--- src/five_point_stencil_smoother_assert.svh ---
// Assertion macros shared by the smoother modules
`ifndef FIVE_POINT_STENCIL_SMOOTHER_ASSERT_SVH
`define FIVE_POINT_STENCIL_SMOOTHER_ASSERT_SVH

// Property that must hold on every clock edge out of reset
`define FPSS_ASSERT_ALWAYS(label, clk, rst_n, prop) \
    label: assert property (@(posedge clk) disable iff (!rst_n) (prop)) \
        else $error("fpss: invariant violated");

// Same-cycle implication
`define FPSS_ASSERT_IMPLIES(label, clk, rst_n, ante, cons) \
    label: assert property (@(posedge clk) disable iff (!rst_n) (ante) |-> (cons)) \
        else $error("fpss: implication violated");

`endif

--- src/fpss_pkg.sv ---
package fpss_pkg;

    localparam int PIXEL_BITS      = 16;
    localparam int MAX_WIDTH_DEF   = 1024;
    localparam int WIDTH_REG_BITS  = 11;
    localparam int HEIGHT_REG_BITS = 13;
    localparam int HEIGHT_LIMIT    = 4096;
    localparam int WIDTH_RESET     = 1024;
    localparam int HEIGHT_RESET    = 1024;
    localparam int MIN_DIM         = 2;

    // 6c + n + 5 stays below 2^20
    localparam int SUM_BITS    = 20;
    // ceil(2^23 / 10); exact quotient for any sum below 2^22
    localparam int RECIP_SHIFT = 23;
    localparam logic [SUM_BITS-1:0] RECIP_TEN = 20'd838861;
    localparam logic [SUM_BITS-1:0] ROUND_BIAS = 20'd5;

    localparam int OUTQ_DEPTH = 4;

    // register indexes (paddr[2])
    localparam logic REG_FRAME_WIDTH  = 1'b0;
    localparam logic REG_FRAME_HEIGHT = 1'b1;

    typedef logic [PIXEL_BITS-1:0] t_pix;

    // one accepted request, as decoded against the frame position
    typedef struct packed {
        logic vld;
        logic flush;
        logic has_out;
        logic has_top;
        logic has_right;
        logic first_col;
        logic last;
        t_pix pix;
    } t_s0;

endpackage

--- src/fpss_outq.sv ---
`include "five_point_stencil_smoother_assert.svh"

module fpss_outq (
    input  logic           i_clk,
    input  logic           i_rst_n,
    input  logic           i_credit_inc,
    input  logic           i_push,
    input  fpss_pkg::t_pix i_pix,
    input  logic           i_last,
    output logic           o_ready,
    output logic           o_tvalid,
    input  logic           i_tready,
    output fpss_pkg::t_pix o_tdata,
    output logic           o_tlast
);

    localparam int DEPTH = fpss_pkg::OUTQ_DEPTH;
    localparam int PW    = $clog2(DEPTH);
    localparam int NW    = $clog2(DEPTH + 1);

    fpss_pkg::t_pix r_mem_pix  [DEPTH];
    logic           r_mem_last [DEPTH];
    logic [PW-1:0]  r_wr_ptr, r_rd_ptr;
    logic [NW-1:0]  r_count, n_count;
    logic [NW-1:0]  r_credit, n_credit;
    logic           pop;

    assign pop      = o_tvalid && i_tready;
    assign o_tvalid = (r_count != '0);
    assign o_tdata  = r_mem_pix[r_rd_ptr];
    assign o_tlast  = r_mem_last[r_rd_ptr];
    // results owed to the output: accepted requests stop once the queue could overfill
    assign o_ready  = r_credit < NW'(DEPTH);

    always_comb begin
        n_count  = r_count + NW'(i_push) - NW'(pop);
        n_credit = r_credit + NW'(i_credit_inc) - NW'(pop);
    end

    always_ff @(posedge i_clk) begin
        if (!i_rst_n) begin
            r_wr_ptr <= '0;
            r_rd_ptr <= '0;
            r_count  <= '0;
            r_credit <= '0;
        end else begin
            r_count  <= n_count;
            r_credit <= n_credit;
            if (i_push) begin
                r_wr_ptr <= r_wr_ptr + PW'(1);
            end
            if (pop) begin
                r_rd_ptr <= r_rd_ptr + PW'(1);
            end
        end
    end

    always_ff @(posedge i_clk) begin
        if (i_push) begin
            r_mem_pix[r_wr_ptr]  <= i_pix;
            r_mem_last[r_wr_ptr] <= i_last;
        end
    end

    `FPSS_ASSERT_ALWAYS(a_queue_within_credit, i_clk, i_rst_n, r_count <= r_credit)

endmodule

--- config.mk ---
export PLATFORM = sky130hd
export DESIGN_NAME = fpss_outq
export DESIGN_NICKNAME = d
export VERILOG_FILES = /design/src/fpss_pkg.sv /design/src/fpss_outq.sv
export VERILOG_INCLUDE_DIRS = /design/src /design/src/src
export SDC_FILE = /design/constraint.sdc
export NUM_CORES = 1
export LEC_CHECK = 0
export ABC_AREA = 1
export ABC_CLOCK_PERIOD_IN_PS = 1900
export BUFFER_PORTS_ARGS = -buffer_cell sky130_fd_sc_hd__buf_2
export CORE_MARGIN = 2
export CORE_UTILIZATION = 30
export CTS_CLUSTER_DIAMETER = 50
export DETAILED_ROUTE_END_ITERATION = 8
export PLACE_DENSITY = 0.59
export REMOVE_ABC_BUFFERS = 1
export SETUP_SLACK_MARGIN = 0.02
export SKIP_CTS_REPAIR_TIMING = 1
export SYNTH_ARGS = -nofsm -noshare
export SYNTH_HDL_FRONTEND = slang
export SYNTH_SLANG_ARGS = --single-unit
export TNS_END_PERCENT = 100
--- constraint.sdc ---
create_clock -name i_clk -period 1.9 [get_ports i_clk]
set_input_delay 0.38 -clock i_clk [delete_from_list [all_inputs] [get_ports i_clk]]
set_output_delay 0.38 -clock i_clk [all_outputs]
set_load 0.03 [all_outputs]
After elaboration in Yosys (flattened, before gate mapping)
Memories as Yosys holds them, arrays and structs flattened. A register that Yosys moved wholly into a read port is not among the register bits.
Cells that the tools add are included.
- register bits: 10
- memory bits (writable): 68
- output and inout bits: 19
- word-level logic and storage cells: 21
- memories: 2
- memory list (memory ; depth ; width ; read ports ; clocked after memory_dff ; wr ports ; line ; source):
    r_mem_pix ; 4 ; 16 ; 1 ; 1 ; 1 ; fpss_outq.sv:21 ; fpss_pkg::t_pix r_mem_pix [DEPTH];
    r_mem_last ; 4 ; 1 ; 1 ; 1 ; 1 ; fpss_outq.sv:22 ; logic r_mem_last [DEPTH];
- add/sub/neg operators: 6
- magnitude comparators: 1
- muxes and demuxes: 6
- reductions and logical operators: 2
- operator list (operator ; count):
    $mux W2 ; 4
    $add A3 B1 Y3 ; 2
    $sub A3 B1 Y3 ; 2
    $add A2 B1 Y2 const B ; 2
    $lt A3 B3 Y1 const B ; 1
    $reduce_bool A3 Y1 ; 1
    $mux W1 ; 2
    $logic_and A1 B1 Y1 ; 1

Longest topological paths before layout
- depth in word-level cells: 4
- mapped depth: 11
- mapped depth without buffers: 11

Worst setup path after synthesis
No wires, ideal clock.
- path type: in2reg
- start: input port i_tready
- end: register r_credit[2]
- library setup time: 115 ps
- data arrival time: 1884 ps
- required time: 1785 ps
- path slack: -99 ps
- cell stages on the path: 9
- cells stage by stage: a21boi_0 ha_1 inv_1 ha_1 inv_1 fa_1 or2_2 a21oi_1 nor2_1
- cells in the longest elaborated chain, start to end: 2
- ends and longest elaborated chain (item ; line ; source):
    from (decl) ; fpss_outq.sv:12 ; input logic i_tready,
    $logic_and A1 B1 Y1 ; fpss_outq.sv:28 ; assign pop = o_tvalid && i_tready;
    $sub A3 B1 Y3 ; fpss_outq.sv:37 ; n_credit = r_credit + NW'(i_credit_inc) - NW'(pop);
    to (signal assigned) ; fpss_outq.sv:48 ; r_credit <= n_credit;
    to (decl) ; fpss_outq.sv:25 ; logic [NW-1:0] r_credit, n_credit;
Every way passes these cells.
A chain may end at the register's enable or synchronous reset.

Worst setup path after layout
- start: register r_count[2]
- end: register r_credit[2]
- cells in the longest elaborated chain, start to end: 3
- ends and longest elaborated chain (item ; line ; source):
    from (decl) ; fpss_outq.sv:24 ; logic [NW-1:0] r_count, n_count;
    from (signal assigned) ; fpss_outq.sv:47 ; r_count <= n_count;
    $reduce_bool A3 Y1 ; fpss_outq.sv:29 ; assign o_tvalid = (r_count != '0);
    $logic_and A1 B1 Y1 ; fpss_outq.sv:28 ;
    via pop ; fpss_outq.sv:26 ; logic pop;
    $sub A3 B1 Y3 ; fpss_outq.sv:37 ;
The timed path passes the listed nets, and every way through them passes these cells.

==> impl_metrics.ini <==
[logic_synthesis]
synth_edf_count = 68
ys_types = 20
ys_async_sr_fraction = 0
synth_ff_type = edfxtp_1
yosysWarnings = 0
yosys.area.top_type_share = 0.637
syn_area_per_cell_sq_um = 13.1
yosysSeqAreaShare = 0.712
yosys-top-cells-area = edfxtp_1, dfxtp_1, nor2_1, o22ai_1, ha_1
synth_top_cells_by_count = edfxtp_1, nor2_1, inv_1
netlist_area_sq_um = 3200
ys_ff_latch = 80
synthCells = 245
synth_area_leader_cell = edfxtp_1
synth_most_common_cell = edfxtp_1

[finish]
fill_cells = 1039
multi_input_area_sq_um = 810
postLayoutCoreUtil = 0.378
final_area_sq_um = 3920
diodes = 0
final_cells = 441
fin_nets = 333
drive_above_1_share = 0.321
syn_to_final_growth_pct = 22.2
register_area_sq_um = 2290

[clock_network]
clock_sinks = 80
cts_tree = done
clockBufferDepth = 2
clk_pin_slew_worst_paths_ps = 80
cts_root_buf = clkbuf_8
cts_inserted_buffers = 9
clk_latency_ps = 350
cts_max_level = 3

[place]
io_buffers = 40
gp_congestion = 0.673
hpwl_microns = 3970
place_area_sq_um = 3590
dp_cells = 426

[route]
dr.first_iter.drc_count = 92
vias = 1979
drc = 0
first_pass_iters = 4
routedWlPerCell_microns = 14.3
antenna_left = 0
drt-total-wl_microns = 6300
via_per_inst = 4.49

[grt]
grt_use_total = 0.114
first_global_vias = 1987
antenna_found_initial = 1
overflow = 0
grt_pass1_wl_microns = 9870
grt_max_degree = 35

[sta]
skew_ps = 9.51
relSlewSlack = 0.809
setup_viol = 0
period_share = 0.982
worst_hold_slack_ps = 243
slew_violations = 0
tightestPinTransition_ps = 286
max_freq_mhz = 536
rsz0062_at_grt = true
hold_viol_final = 0
layout_min_cycle_time_ps = 1870

[pwr]
p_sw_mw = 1.74
power_mw = 5.04
p_per_area_nw_per_um2 = 1290
p_int_mw = 3.30
power_switching_share = 0.346
p_seq_frac = 0.425
pwr-share-clk = 0.235
ir_worst_vdd_uv = 825
power.leakage_nw = 1.49
power_frac_comb = 0.340

[critical_path]
path_cells = nor2_4 -> a21boi_2 -> ha_1 -> inv_1 -> ha_1 -> inv_1 -> fa_2 -> or2_4 -> a21oi_2 -> nor2_1
crit_path_start_kind = flop
required_ps = 2140
critical_path.max_fanout = 2
crit_buf_inv = 2
critPathKind = reg2reg
end_kind = flop
cp_top_family = adder cells
arrival_ps = 2100
critPathSlowestCell = dfxtp_2
critPathMaxStageDelay_ps = 340

[flow_run]
drv_cap = 0

[die]
coreArea_sq_um = 10400
boundaryPins = 41
dieArea_sq_um = 11500
fp.dieH_microns = 107
die_w_microns = 107
start_util = 0.309
fp-row-count = 37

[outcome]
outcome = complete, no violations

[worst_hold_path]
min_path_type = in2reg
==> power by group through the flow <==
stage / logic, mW / registers (mW) / clock network (mW)
after floorplan: 0.960 / 2.18 / 0
after CTS: 1.52 / 2.11 / 1.23
final: 1.71 / 2.14 / 1.18
after global routing: 1.90 / 2.16 / 1.30
after detailed placement: 1.51 / 2.15 / 0
after global placement: 1.47 / 2.14 / 0
==> cells by family (layout without fill, tap and decap cells) <==
family | after synthesis | after routing | share of synthesized area
buffers and inverters | 33 | 93 | 0.0566
adders and majority gates | 10 | 10 | 0.0437
AOI/OAI and AO/OA | 60 | 60 | 0.113
DFF | 80 | 80 | 0.712
and+or+nand+nor | 62 | 62 | 0.0746
==> stage by stage <==
stage / TNS, ps / setup WS [ps]
6_report: 0 / 33.7
5_1_grt: -82.7 / -82.7
4_1_cts: -1300 / -167
3_5_place_dp: -358 / -256
3_3_place_gp: -269 / -265
2_1_floorplan: -437 / -99.1
==> cell usage in the layout, fill, tap and decap left out, types with 8 or more instances in the layout <==
master,n
nor2_1,40
buf_4,22
buf_2,30
o22ai_1,15
inv_1,20
dfxtp_1,8
o21ai_1,18
o21ai_2,10
nand2_1,17
edfxtp_1,68
clkbuf_8,9
o21ai_0,8
==> worst paths after layout <==
path | from | endpoint | slack [ps] | cells after the start
worst max-delay path | r_count[2] | r_credit[2] | 30 | 10
worst min-delay path | i_pix[12] | r_mem_pix[1][12] | 240 | 1
worst max register to register | r_count[2] | r_credit[2] | 30 | 10
worst min register to register | r_rd_ptr[0] | flop | 490 | 2
==> layer usage <==
| layer | share of wire | wire length (microns) | global-route usage | up-vias |
|---|---|---|---|---|
| met2 | 0.48 | 3040 | 0.189 | 39 |
| li1 | - | - | - | 974 |
| met5 | 0.0021 | 13 | 0 | - |
| met4 | 0.0092 | 58 | 0.0275 | 2 |
| met3 | 0.062 | 388 | 0.0563 | 9 |
| met1 | 0.44 | 2800 | 0.134 | 955 |
==> cell type report <==
| cell class | instances | share of cell area |
|---|---|---|
| clock inverter | 6 | 0.0153 |
| clock buffer | 9 | 0.0316 |
| sequential | 80 | 0.585 |
| inverter | 23 | 0.0259 |
| timing repair buffer | 55 | 0.0923 |
| tap | 136 | 0.0435 |
| multi-input combinational | 132 | 0.207 |
==> state kept, by name, summed over array words and instances (netlist names), named ones only <==
signal / flops
r_count: 3
r_rd_ptr: 2
r_mem_last: 4
r_wr_ptr: 2
r_mem_pix: 64
r_credit: 3
No activity file was read; power rests on OpenSTA's default activity.
