<file path="src/five_point_stencil_smoother_assert.svh">
// Assertion macros shared by the smoother modules
`ifndef FIVE_POINT_STENCIL_SMOOTHER_ASSERT_SVH
`define FIVE_POINT_STENCIL_SMOOTHER_ASSERT_SVH

// Property that must hold on every clock edge out of reset
`define FPSS_ASSERT_ALWAYS(label, clk, rst_n, prop) \
    label: assert property (@(posedge clk) disable iff (!rst_n) (prop)) \
        else $error("fpss: invariant violated");

// Same-cycle implication
`define FPSS_ASSERT_IMPLIES(label, clk, rst_n, ante, cons) \
    label: assert property (@(posedge clk) disable iff (!rst_n) (ante) |-> (cons)) \
        else $error("fpss: implication violated");

`endif

</file>
<file path="src/fpss_pkg.sv">
package fpss_pkg;

    localparam int PIXEL_BITS      = 16;
    localparam int MAX_WIDTH_DEF   = 1024;
    localparam int WIDTH_REG_BITS  = 11;
    localparam int HEIGHT_REG_BITS = 13;
    localparam int HEIGHT_LIMIT    = 4096;
    localparam int WIDTH_RESET     = 1024;
    localparam int HEIGHT_RESET    = 1024;
    localparam int MIN_DIM         = 2;

    // 6c + n + 5 stays below 2^20
    localparam int SUM_BITS    = 20;
    // ceil(2^23 / 10); exact quotient for any sum below 2^22
    localparam int RECIP_SHIFT = 23;
    localparam logic [SUM_BITS-1:0] RECIP_TEN = 20'd838861;
    localparam logic [SUM_BITS-1:0] ROUND_BIAS = 20'd5;

    localparam int OUTQ_DEPTH = 4;

    // register indexes (paddr[2])
    localparam logic REG_FRAME_WIDTH  = 1'b0;
    localparam logic REG_FRAME_HEIGHT = 1'b1;

    typedef logic [PIXEL_BITS-1:0] t_pix;

    // one accepted request, as decoded against the frame position
    typedef struct packed {
        logic vld;
        logic flush;
        logic has_out;
        logic has_top;
        logic has_right;
        logic first_col;
        logic last;
        t_pix pix;
    } t_s0;

endpackage

</file>
<file path="src/fpss_seq.sv">
`include "five_point_stencil_smoother_assert.svh"

module fpss_seq #(
    parameter int MAX_WIDTH = fpss_pkg::MAX_WIDTH_DEF
) (
    input  logic                                   i_clk,
    input  logic                                   i_rst_n,
    input  logic                                   i_restart,
    input  logic [fpss_pkg::WIDTH_REG_BITS-1:0]    i_frame_width,
    input  logic [fpss_pkg::HEIGHT_REG_BITS-1:0]   i_frame_height,
    input  logic                                   i_valid,
    input  logic                                   i_ready,
    input  logic                                   i_cmd,
    input  fpss_pkg::t_pix                         i_pix,
    output fpss_pkg::t_s0                          o_s0,
    output logic [$clog2(MAX_WIDTH)-1:0]           o_col,
    output logic [$clog2(MAX_WIDTH)-1:0]           o_col_next,
    output logic                                   o_credit_inc
);

    localparam int XW = $clog2(MAX_WIDTH);
    localparam int CW = (XW + 1 > fpss_pkg::WIDTH_REG_BITS) ? XW + 1 : fpss_pkg::WIDTH_REG_BITS;
    localparam int RW = fpss_pkg::HEIGHT_REG_BITS;

    logic [XW-1:0] r_col, n_col;
    logic [RW-1:0] r_row, n_row;
    logic [CW-1:0] col_inc;
    logic          row_end;
    logic          flush_phase;
    logic          take;

    assign col_inc     = CW'(r_col) + CW'(1);
    assign row_end     = col_inc >= CW'(i_frame_width);
    assign flush_phase = r_row >= i_frame_height;
    // a request of the wrong kind for the current phase is dropped
    assign take        = i_valid && i_ready && (i_cmd == flush_phase);

    always_comb begin
        n_col = r_col;
        n_row = r_row;
        priority if (i_restart) begin
            n_col = '0;
            n_row = '0;
        end else if (take) begin
            if (row_end) begin
                n_col = '0;
                n_row = i_cmd ? '0 : r_row + RW'(1);
            end else begin
                n_col = col_inc[XW-1:0];
            end
        end
    end

    always_ff @(posedge i_clk) begin
        if (!i_rst_n) begin
            r_col <= '0;
            r_row <= '0;
        end else begin
            r_col <= n_col;
            r_row <= n_row;
        end
    end

    always_comb begin
        o_s0.vld       = take;
        o_s0.flush     = i_cmd;
        o_s0.has_out   = i_cmd || (r_row != '0);
        o_s0.has_top   = i_cmd || (r_row > RW'(1));
        o_s0.has_right = !row_end;
        o_s0.first_col = (r_col == '0);
        o_s0.last      = i_cmd && row_end;
        o_s0.pix       = i_pix;
    end

    assign o_col        = r_col;
    assign o_col_next   = col_inc[XW-1:0];
    assign o_credit_inc = take && o_s0.has_out;

    `FPSS_ASSERT_ALWAYS(a_col_in_row, i_clk, i_rst_n, CW'(r_col) < CW'(i_frame_width))
    `FPSS_ASSERT_IMPLIES(a_row_bounded, i_clk, i_rst_n, 1'b1, r_row <= i_frame_height)

endmodule

</file>
<file path="config.mk">
export PLATFORM = sky130hd
export DESIGN_NAME = fpss_seq
export DESIGN_NICKNAME = d
export VERILOG_FILES = /design/src/fpss_pkg.sv /design/src/fpss_seq.sv
export VERILOG_INCLUDE_DIRS = /design/src /design/src/src
export SDC_FILE = /design/constraint.sdc
export NUM_CORES = 1
export LEC_CHECK = 0
export BUFFER_PORTS_ARGS = -buffer_cell sky130_fd_sc_hd__buf_2
export CORE_AREA = 2 2 90 92
export CTS_CLUSTER_DIAMETER = 80
export CTS_CLUSTER_SIZE = 8
export DETAILED_ROUTE_END_ITERATION = 10
export DIE_AREA = 0 0 92 94
export GPL_TIMING_DRIVEN = 0
export PLACE_DENSITY = 0.68
export SYNTH_ARGS = -nofsm -noshare
export SYNTH_HDL_FRONTEND = slang
export SYNTH_SLANG_ARGS = --single-unit
</file>
<file path="constraint.sdc">
create_clock -name i_clk -period 7.2 [get_ports i_clk]
set_input_delay 0.72 -clock i_clk [delete_from_list [all_inputs] [get_ports i_clk]]
set_output_delay 0.72 -clock i_clk [all_outputs]
set_load 0.03 [all_outputs]
</file>
# After elaboration in Yosys (flattened, before gate mapping)
# Cells that the tools add are included.
# op_classes
add_sub_neg,2
muxes,2
bitwise_logic,1
n_eq_ne,1
n_lt_le_gt_ge,3
n_reduce_logical,11
# ops
op,count
13-bit by 1-bit adder with 13-bit output (second input constant),1
13-bit greater-or-equal comparator,1
13-bit by 1-bit greater-than comparator with 1-bit output (second input constant),1
13-bit 2-to-1 mux,1
13-bit nonzero test,1
10-bit by 1-bit adder with 11-bit output (second input constant),1
11-bit greater-or-equal comparator,1
10-bit logical NOT,1
10-bit 2-to-1 mux,1
1-bit logical AND,4
1-bit logical OR,2
2-bit AND reduction,1
2-bit OR reduction,1
1-bit == test,1
1-bit logical NOT,1
1-bit inverter,1
# word_totals
inputBits,46
out_inout_bits,44
wordCells,22
reg_bits,23

# Depth between registers and ports, before layout
# Gate-level depths: netlist (run 1).
# depth
depth_word,4
mapped_depth,14
ltp_nobuf,12

# Worst setup path after synthesis (run 1)
# No wires, ideal clock.
# synth_timing
path_kind,reg2out
startpoint,"register r_col[0], in the netlist o_col[0]"
endpoint,output port o_s0[16] in the netlist's numbering
slack_ns,2.736
path_stages_with_launch,14
required_ns,6.480
path_buffers,2
arrival_ns,3.744
path_cell_list,dfxtp_1 > ha_1 > nand3_1 > nor2_1 > and3_1 > xor2_1 > ha_1 > a21oi_2 > nor2_1 > a2111o_1 > buf_6 > nor2_2 > buf_6 > and2b_2
# synth_rtl
item,line,text
from (decl),fpss_seq.sv:25,"logic [XW-1:0] r_col, n_col;"
from (signal assigned),fpss_seq.sv:59,r_col <= n_col;
to (decl),fpss_seq.sv:15,"output fpss_pkg::t_s0 o_s0,"

==> results of run 1 <==
## cells by family after synthesis
kind of cell | after synthesis
xor gates and xnor gates | 7
muxes | 3
adders and majority gates | 29
AOI/OAI and AO/OA | 81
buffers and inverters | 67
DFF | 23
and+or+nand+nor | 123
## worst paths after layout
check                                            from  cells after the start                    end  slack, ps
worst max-delay path            o_col[0]$_SDFFE_PP0N_                     14               o_s0[16]       2660
worst min-delay path            r_row[5]$_SDFFE_PP0P_                      2  r_row[5]$_SDFFE_PP0P_        530
worst min register to register  r_row[5]$_SDFFE_PP0P_                      2  r_row[5]$_SDFFE_PP0P_        530
worst max register to register  o_col[0]$_SDFFE_PP0N_                     13  r_row[1]$_SDFFE_PP0P_       3490
## state kept, by name, indices dropped and copies added, names as in the netlist
| register | count |
|---|---|
| o_col | 10 |
| r_row | 13 |
## final cells by class
class,count,area share
Buffer,36,0.09174
Clock buffer,4,0.01430
Inverter,31,0.03693
Multi-Input combinational cell,243,0.5560
Sequential cell,23,0.1461
Tap cell,102,0.04051
Timing Repair Buffer,72,0.1144
## power by group
part	total, mW	switching (mW)	internal [mW]
logic	0.0687	0.0405	0.0282
registers	0.127	0.000269	0.127
clock network	0.0847	0.0451	0.0396
## synth_stat cells (all sizes together), types with 2 or more instances
cell type  count
nor3           8
o21ai         11
dfxtp         23
o22ai          2
xor2           5
nand3         18
o32ai          9
a221oi         2
and3           5
a21boi         2
nand4         10
a21oi         21
a211oi         6
nand2         32
and2           6
xnor2          2
nor2b          3
a21o           2
o211ai         3
nand2b         5
inv           31
nor4           8
a41oi          3
a31oi          7
or2            2
nand4b         4
buf           23
nor2          15
a2111oi        2
o31ai          6
ha            29
nor3b          2
clkbuf        13
mux2i          2
## worst reg2reg max path: cells and delay by family (launching register included)
| kind | cells | cell delay (ps) |
|---|---|---|
| XOR/XNOR | 1 | 240 |
| flip-flops | 1 | 460 |
| buffers and inverters | 1 | 150 |
| AND/OR/NAND/NOR | 4 | 880 |
| adder cells (fa/ha/maj) | 2 | 590 |
| AO/OA/AOI/OAI | 5 | 1320 |
## cell usage in the layout, fill, tap and decap left out, types with 3 or more instances in the layout
| master | n |
|---|---|
| a211oi_1 | 5 |
| a21oi_1 | 17 |
| a21oi_2 | 4 |
| a31oi_1 | 7 |
| and2_1 | 4 |
| and3_1 | 5 |
| buf_2 | 74 |
| buf_4 | 18 |
| buf_6 | 3 |
| clkbuf_1 | 7 |
| clkbuf_8 | 9 |
| dfxtp_1 | 23 |
| ha_1 | 29 |
| inv_1 | 31 |
| nand2_1 | 32 |
| nand2b_1 | 5 |
| nand3_1 | 18 |
| nand4_1 | 9 |
| nand4b_1 | 4 |
| nor2_1 | 13 |
| nor2b_1 | 3 |
| nor3_1 | 8 |
| nor4_1 | 8 |
| o211ai_1 | 3 |
| o21ai_0 | 3 |
| o21ai_1 | 6 |
| o31ai_1 | 5 |
| o32ai_1 | 7 |
| xor2_1 | 5 |
## metrics by stage
| step | hold WS [ps] | utilization |
|---|---|---|
| 2_1_floorplan | 465.9 | - |
| 6_report | 529.2 | 0.4141 |
| 3_5_place_dp | 520.4 | 0.4082 |
| 3_3_place_gp | 517.3 | 0.4082 |
| 4_1_cts | 532.2 | 0.4141 |
| 5_1_grt | 548.0 | 0.4141 |
## metal layers
layer | vias to the layer above | routed length (µm)
li1 | 1355 | -
met1 | 1198 | 3204
met2 | 101 | 3211
met3 | 5 | 421
met4 | 0 | 49
met5 | - | 0
==> flow_summary.toml, run 1 <==
[worst_setup_path]
cp_top_family = "simple AND/OR/NAND/NOR gates"
crit_slowest_cell = "dfxtp_1"
crit_chain = "ha_1, nand3_1, nor2_1, and3_1, xor2_1, ha_1, a21oi_2, nor2_1, a2111o_1, buf_6, nor2_2, buf_6, and2b_2, buf_2"
cp-end-kind = "primary output"
path_max_fanout = 10
cp.required_ps = 6480
crit_buf_inv = 3
crit_type = "reg -> out"
cp-start-kind = "flip-flop"
cp_data_arrival_time_ps = 3820
max_stage_delay_ps = 460

[placed_design]
gp_congestion = 0.9153
pre_cts_slack_ps = 3011
buffer_ports.inserted = 72
dp_hpwl_um = 5345
dpl-instance-area_um2 = 3105
place_inst = 507

[power_and_ir_drop]
peakVddDrop_v = 0.00006188
power.leakage_nw = 1.437
p_per_area_nw_per_um2 = 89.17
total_power_uw = 280.9

[sta]
tightestPinTransition_ps = 651.8
report.final.hold_viol_count = 0
slew_violations = 0
fin_tns_setup_ps = 0
skew_ps = 5.040
timing.fmax_mhz = 220.2
setup_viol = 0
relSlewSlack = 0.5655
rsz0062_at_grt = "no"
setup_ws_ps = 2660
finalCritPeriodShare = 0.6306
fin_crit_ps = 4540

[synth]
netlist.area_leader.share = 0.1759
synth_compound_area_frac = 0.2438
syn_avg_cell_area_um2 = 7.860
synth-xor-area-share = 0.02342
synthAdderAreaFrac = 0.1386
synth_edf_count = 0
synth-async-reset-ratio = 0
synthCells = 333
synth_nets = 408
synth.distinct_cells = 64
ys_seq_area_frac = 0.1759
ys_seq_elements = 23
synth_flop_cell = "dfxtp_1"
synth_area_leaders = "dfxtp_1, ha_1, buf_4"
synth_top_family_by_area = "simple AND/OR/NAND/NOR gates"
synth_area_leader_cell = "dfxtp_1"
ys.warnings.count = 0
synth.area.mux_share = 0.01195
synth_area_um2 = 2618
synth_simple_gate_area_frac = 0.2514

[clocking]
post_cts_buffers = 0
h-tree-depth = 1
cts.clk_slew.worst_paths_ps = 90
cts.sinks = 23
cts_buffer_depth = 2
root_buffer = "clkbuf_8"
worstSkewPairLatency_ps = 270
cts_tree = "built"
ctsHoldBuffers = 0
ctsResizeCount = 0
cts_buffers = 3

[layout]
nets = 485
fillCellCount = 804
final_cell_area_um2 = 3151
multi_input_area_um2 = 1752
seq_area_um2 = 460.4
syn_to_final_growth_pct = 20.36
drive_gt1_frac = 0.3227
fin_cells = 511
antenna_cells = 0

[global_routing]
gr-total-overflow = 0
grt_pass1_vias = 2446
grt-busiest-layer = "met2"
grt_pass1_wl_um = 11310
use_met2 = 0.2800
met3_usage = 0.02087
grt_util_all_layers = 0.1586
antenna_found_initial = 0
grtUsageMet1 = 0.2082
grt_start_max_net_pins = 13

[status]
status = "completed"

[floorplan]
die_h_um = 94
start_util = 0.3441
die_w_um = 92
coreArea_um2 = 7607
io_pins = 90
num_rows = 32
die_area_um2 = 8648

[route]
drtIter0Drc = 128
drt_pass1_iterations = 4
vias = 2659
drc = 0
avgRoutedWirePerCell_um = 13.48
antenna_left = 0
vias_per_cell = 5.204
routed_wl_um = 6887

[flow_run]
maxCapViolations = 0

[worst_hold_path]
hold_path.class = "reg -> reg"
Note: power is estimated with default switching activity, not from simulation.
==> inputs of run 2 (changes only) <==
Clock period 7.2 ns to 4.4 ns, I/O delays scaled along.
==> flow_summary.toml, run 2 (synthesis results as in run 1) <==
[placed_design]
buffer_ports.inserted = 72
dpl-instance-area_um2 = 3105
place_inst = 507
gp_congestion = 0.9153
dp_hpwl_um = 5345

[sta]
report.final.hold_viol_count = 0
relSlewSlack = 0.5661
rsz0062_at_grt = "no"
setup_viol = 0
fin_tns_setup_ps = 0
tightestPinTransition_ps = 650.9
timing.fmax_mhz = 239.1
finalCritPeriodShare = 0.9506
fin_crit_ps = 4183
skew_ps = 5.308
slew_violations = 0

[floorplan]
num_rows = 32
die_w_um = 92
io_pins = 90
coreArea_um2 = 7607
start_util = 0.3441
die_h_um = 94
die_area_um2 = 8648

[power_and_ir_drop]
peakVddDrop_v = 0.0001008
power.leakage_nw = 1.437
p_per_area_nw_per_um2 = 145.4

[clocking]
cts_tree = "built"
root_buffer = "clkbuf_8"
ctsHoldBuffers = 0
cts_buffer_depth = 2
cts.clk_slew.worst_paths_ps = 90
cts_buffers = 3
h-tree-depth = 1
post_cts_buffers = 0
cts.sinks = 23
worstSkewPairLatency_ps = 270
ctsResizeCount = 0

[route]
antenna_left = 0
drtIter0Drc = 125
avgRoutedWirePerCell_um = 13.50
vias = 2668
vias_per_cell = 5.221
routed_wl_um = 6901
drc = 0
drt_pass1_iterations = 4

[global_routing]
gr-total-overflow = 0
grt_pass1_wl_um = 11310
antenna_found_initial = 0
grt_start_max_net_pins = 13
grt_pass1_vias = 2446
grt_util_all_layers = 0.1586

[layout]
nets = 485
regMostFlops = "r_row"
final_common_cell = "buf_2"
antenna_cells = 0
largest_reg_flops = 13
drive_gt1_frac = 0.3252
syn_to_final_growth_pct = 20.46
final_cell_area_um2 = 3153
fin_cells = 511
final_cell_mix = "buf_2, nand2_1, inv_1"

[worst_setup_path]
timing.rr.end = "r_row[8]$_SDFFE_PP0P_"
cp-start-kind = "flip-flop"
cp-end-kind = "primary output"
worstReg2RegStart = "o_col[0]$_SDFFE_PP0N_"
rr_worst_depth = 13
crit_type = "reg -> out"
cp_data_arrival_time_ps = 3740
path_max_fanout = 10
cp.required_ps = 3960
reg2reg_slack_ps = 770

[worst_hold_path]
min_to = "r_row[5]$_SDFFE_PP0P_"
hold_path_depth = 2
hold_path.class = "reg -> reg"
hp-start = "r_row[5]$_SDFFE_PP0P_"

[status]
status = "completed"

[flow_run]
maxCapViolations = 0
==> run 2: cell counts in the layout (fill, tap and decap cells not counted) <==
No cell type changed its count.
==> run 2: per-layer routing <==
| layer | GRT usage | vias up | wire length (µm) |
|---|---|---|---|
| li1 | - | 1352 | - |
| met1 | 0.2082 | 1200 | 3175 |
| met2 | 0.2800 | 109 | 3202 |
| met3 | 0.02087 | 7 | 460 |
| met4 | 0.02985 | 0 | 63 |
| met5 | 0 | - | 0 |
==> run 2: cell type report <==
type / instances / area (µm²)
clock buffers: 4 / 45.04
inverters: 31 / 116.4
flip-flops and latches: 23 / 460.4
well taps: 102 / 127.6
multi-input cells: 243 / 1754
fillers: 803 / 4454
repair buffers: 72 / 360.3
plain buffers: 36 / 289.0
==> run 2: worst max path at each step <==
stage                                from       end
global route        o_col[0]$_SDFFE_PP0N_  o_s0[16]
CTS                 o_col[0]$_SDFFE_PP0N_  o_s0[16]
floorplan           o_col[0]$_SDFFE_PP0N_  o_s0[16]
global placement    o_col[0]$_SDFFE_PP0N_  o_s0[16]
finish              o_col[0]$_SDFFE_PP0N_  o_s0[16]
detailed placement  o_col[0]$_SDFFE_PP0N_  o_s0[16]
==> run 2: worst max-delay path, cell delays in order (launching register included) <==
cell and delay [ps]:
dfxtp_1 460, ha_1 280, nand3_1 220, nor2_2 270, and3_1 260, xor2_1 240, ha_1 310, a21oi_2 140
nor2_1 50, a2111o_1 390, buf_6 150, nor2_2 150, buf_6 170, and2b_2 220, buf_2 170
==> run 2: per-stage QoR <==
step                      worst slack, ps  hold slack, ps  total power [mW]  utilization
after floorplan                     215.9           465.9            0.2927            -
after global routing                48.95           548.0            0.4804       0.4145
after detailed placement            491.2           520.4            0.3266       0.4082
after global placement              518.3           517.3            0.3250       0.4082
after CTS                           161.9           532.2            0.4626       0.4141
final                               217.4           527.9            0.4586       0.4145
==> run 2: power breakdown <==
part,internal (mW),switching [mW]
Combinational,0.0461,0.0662
Clock,0.0648,0.0727
Sequential,0.208,0.000440
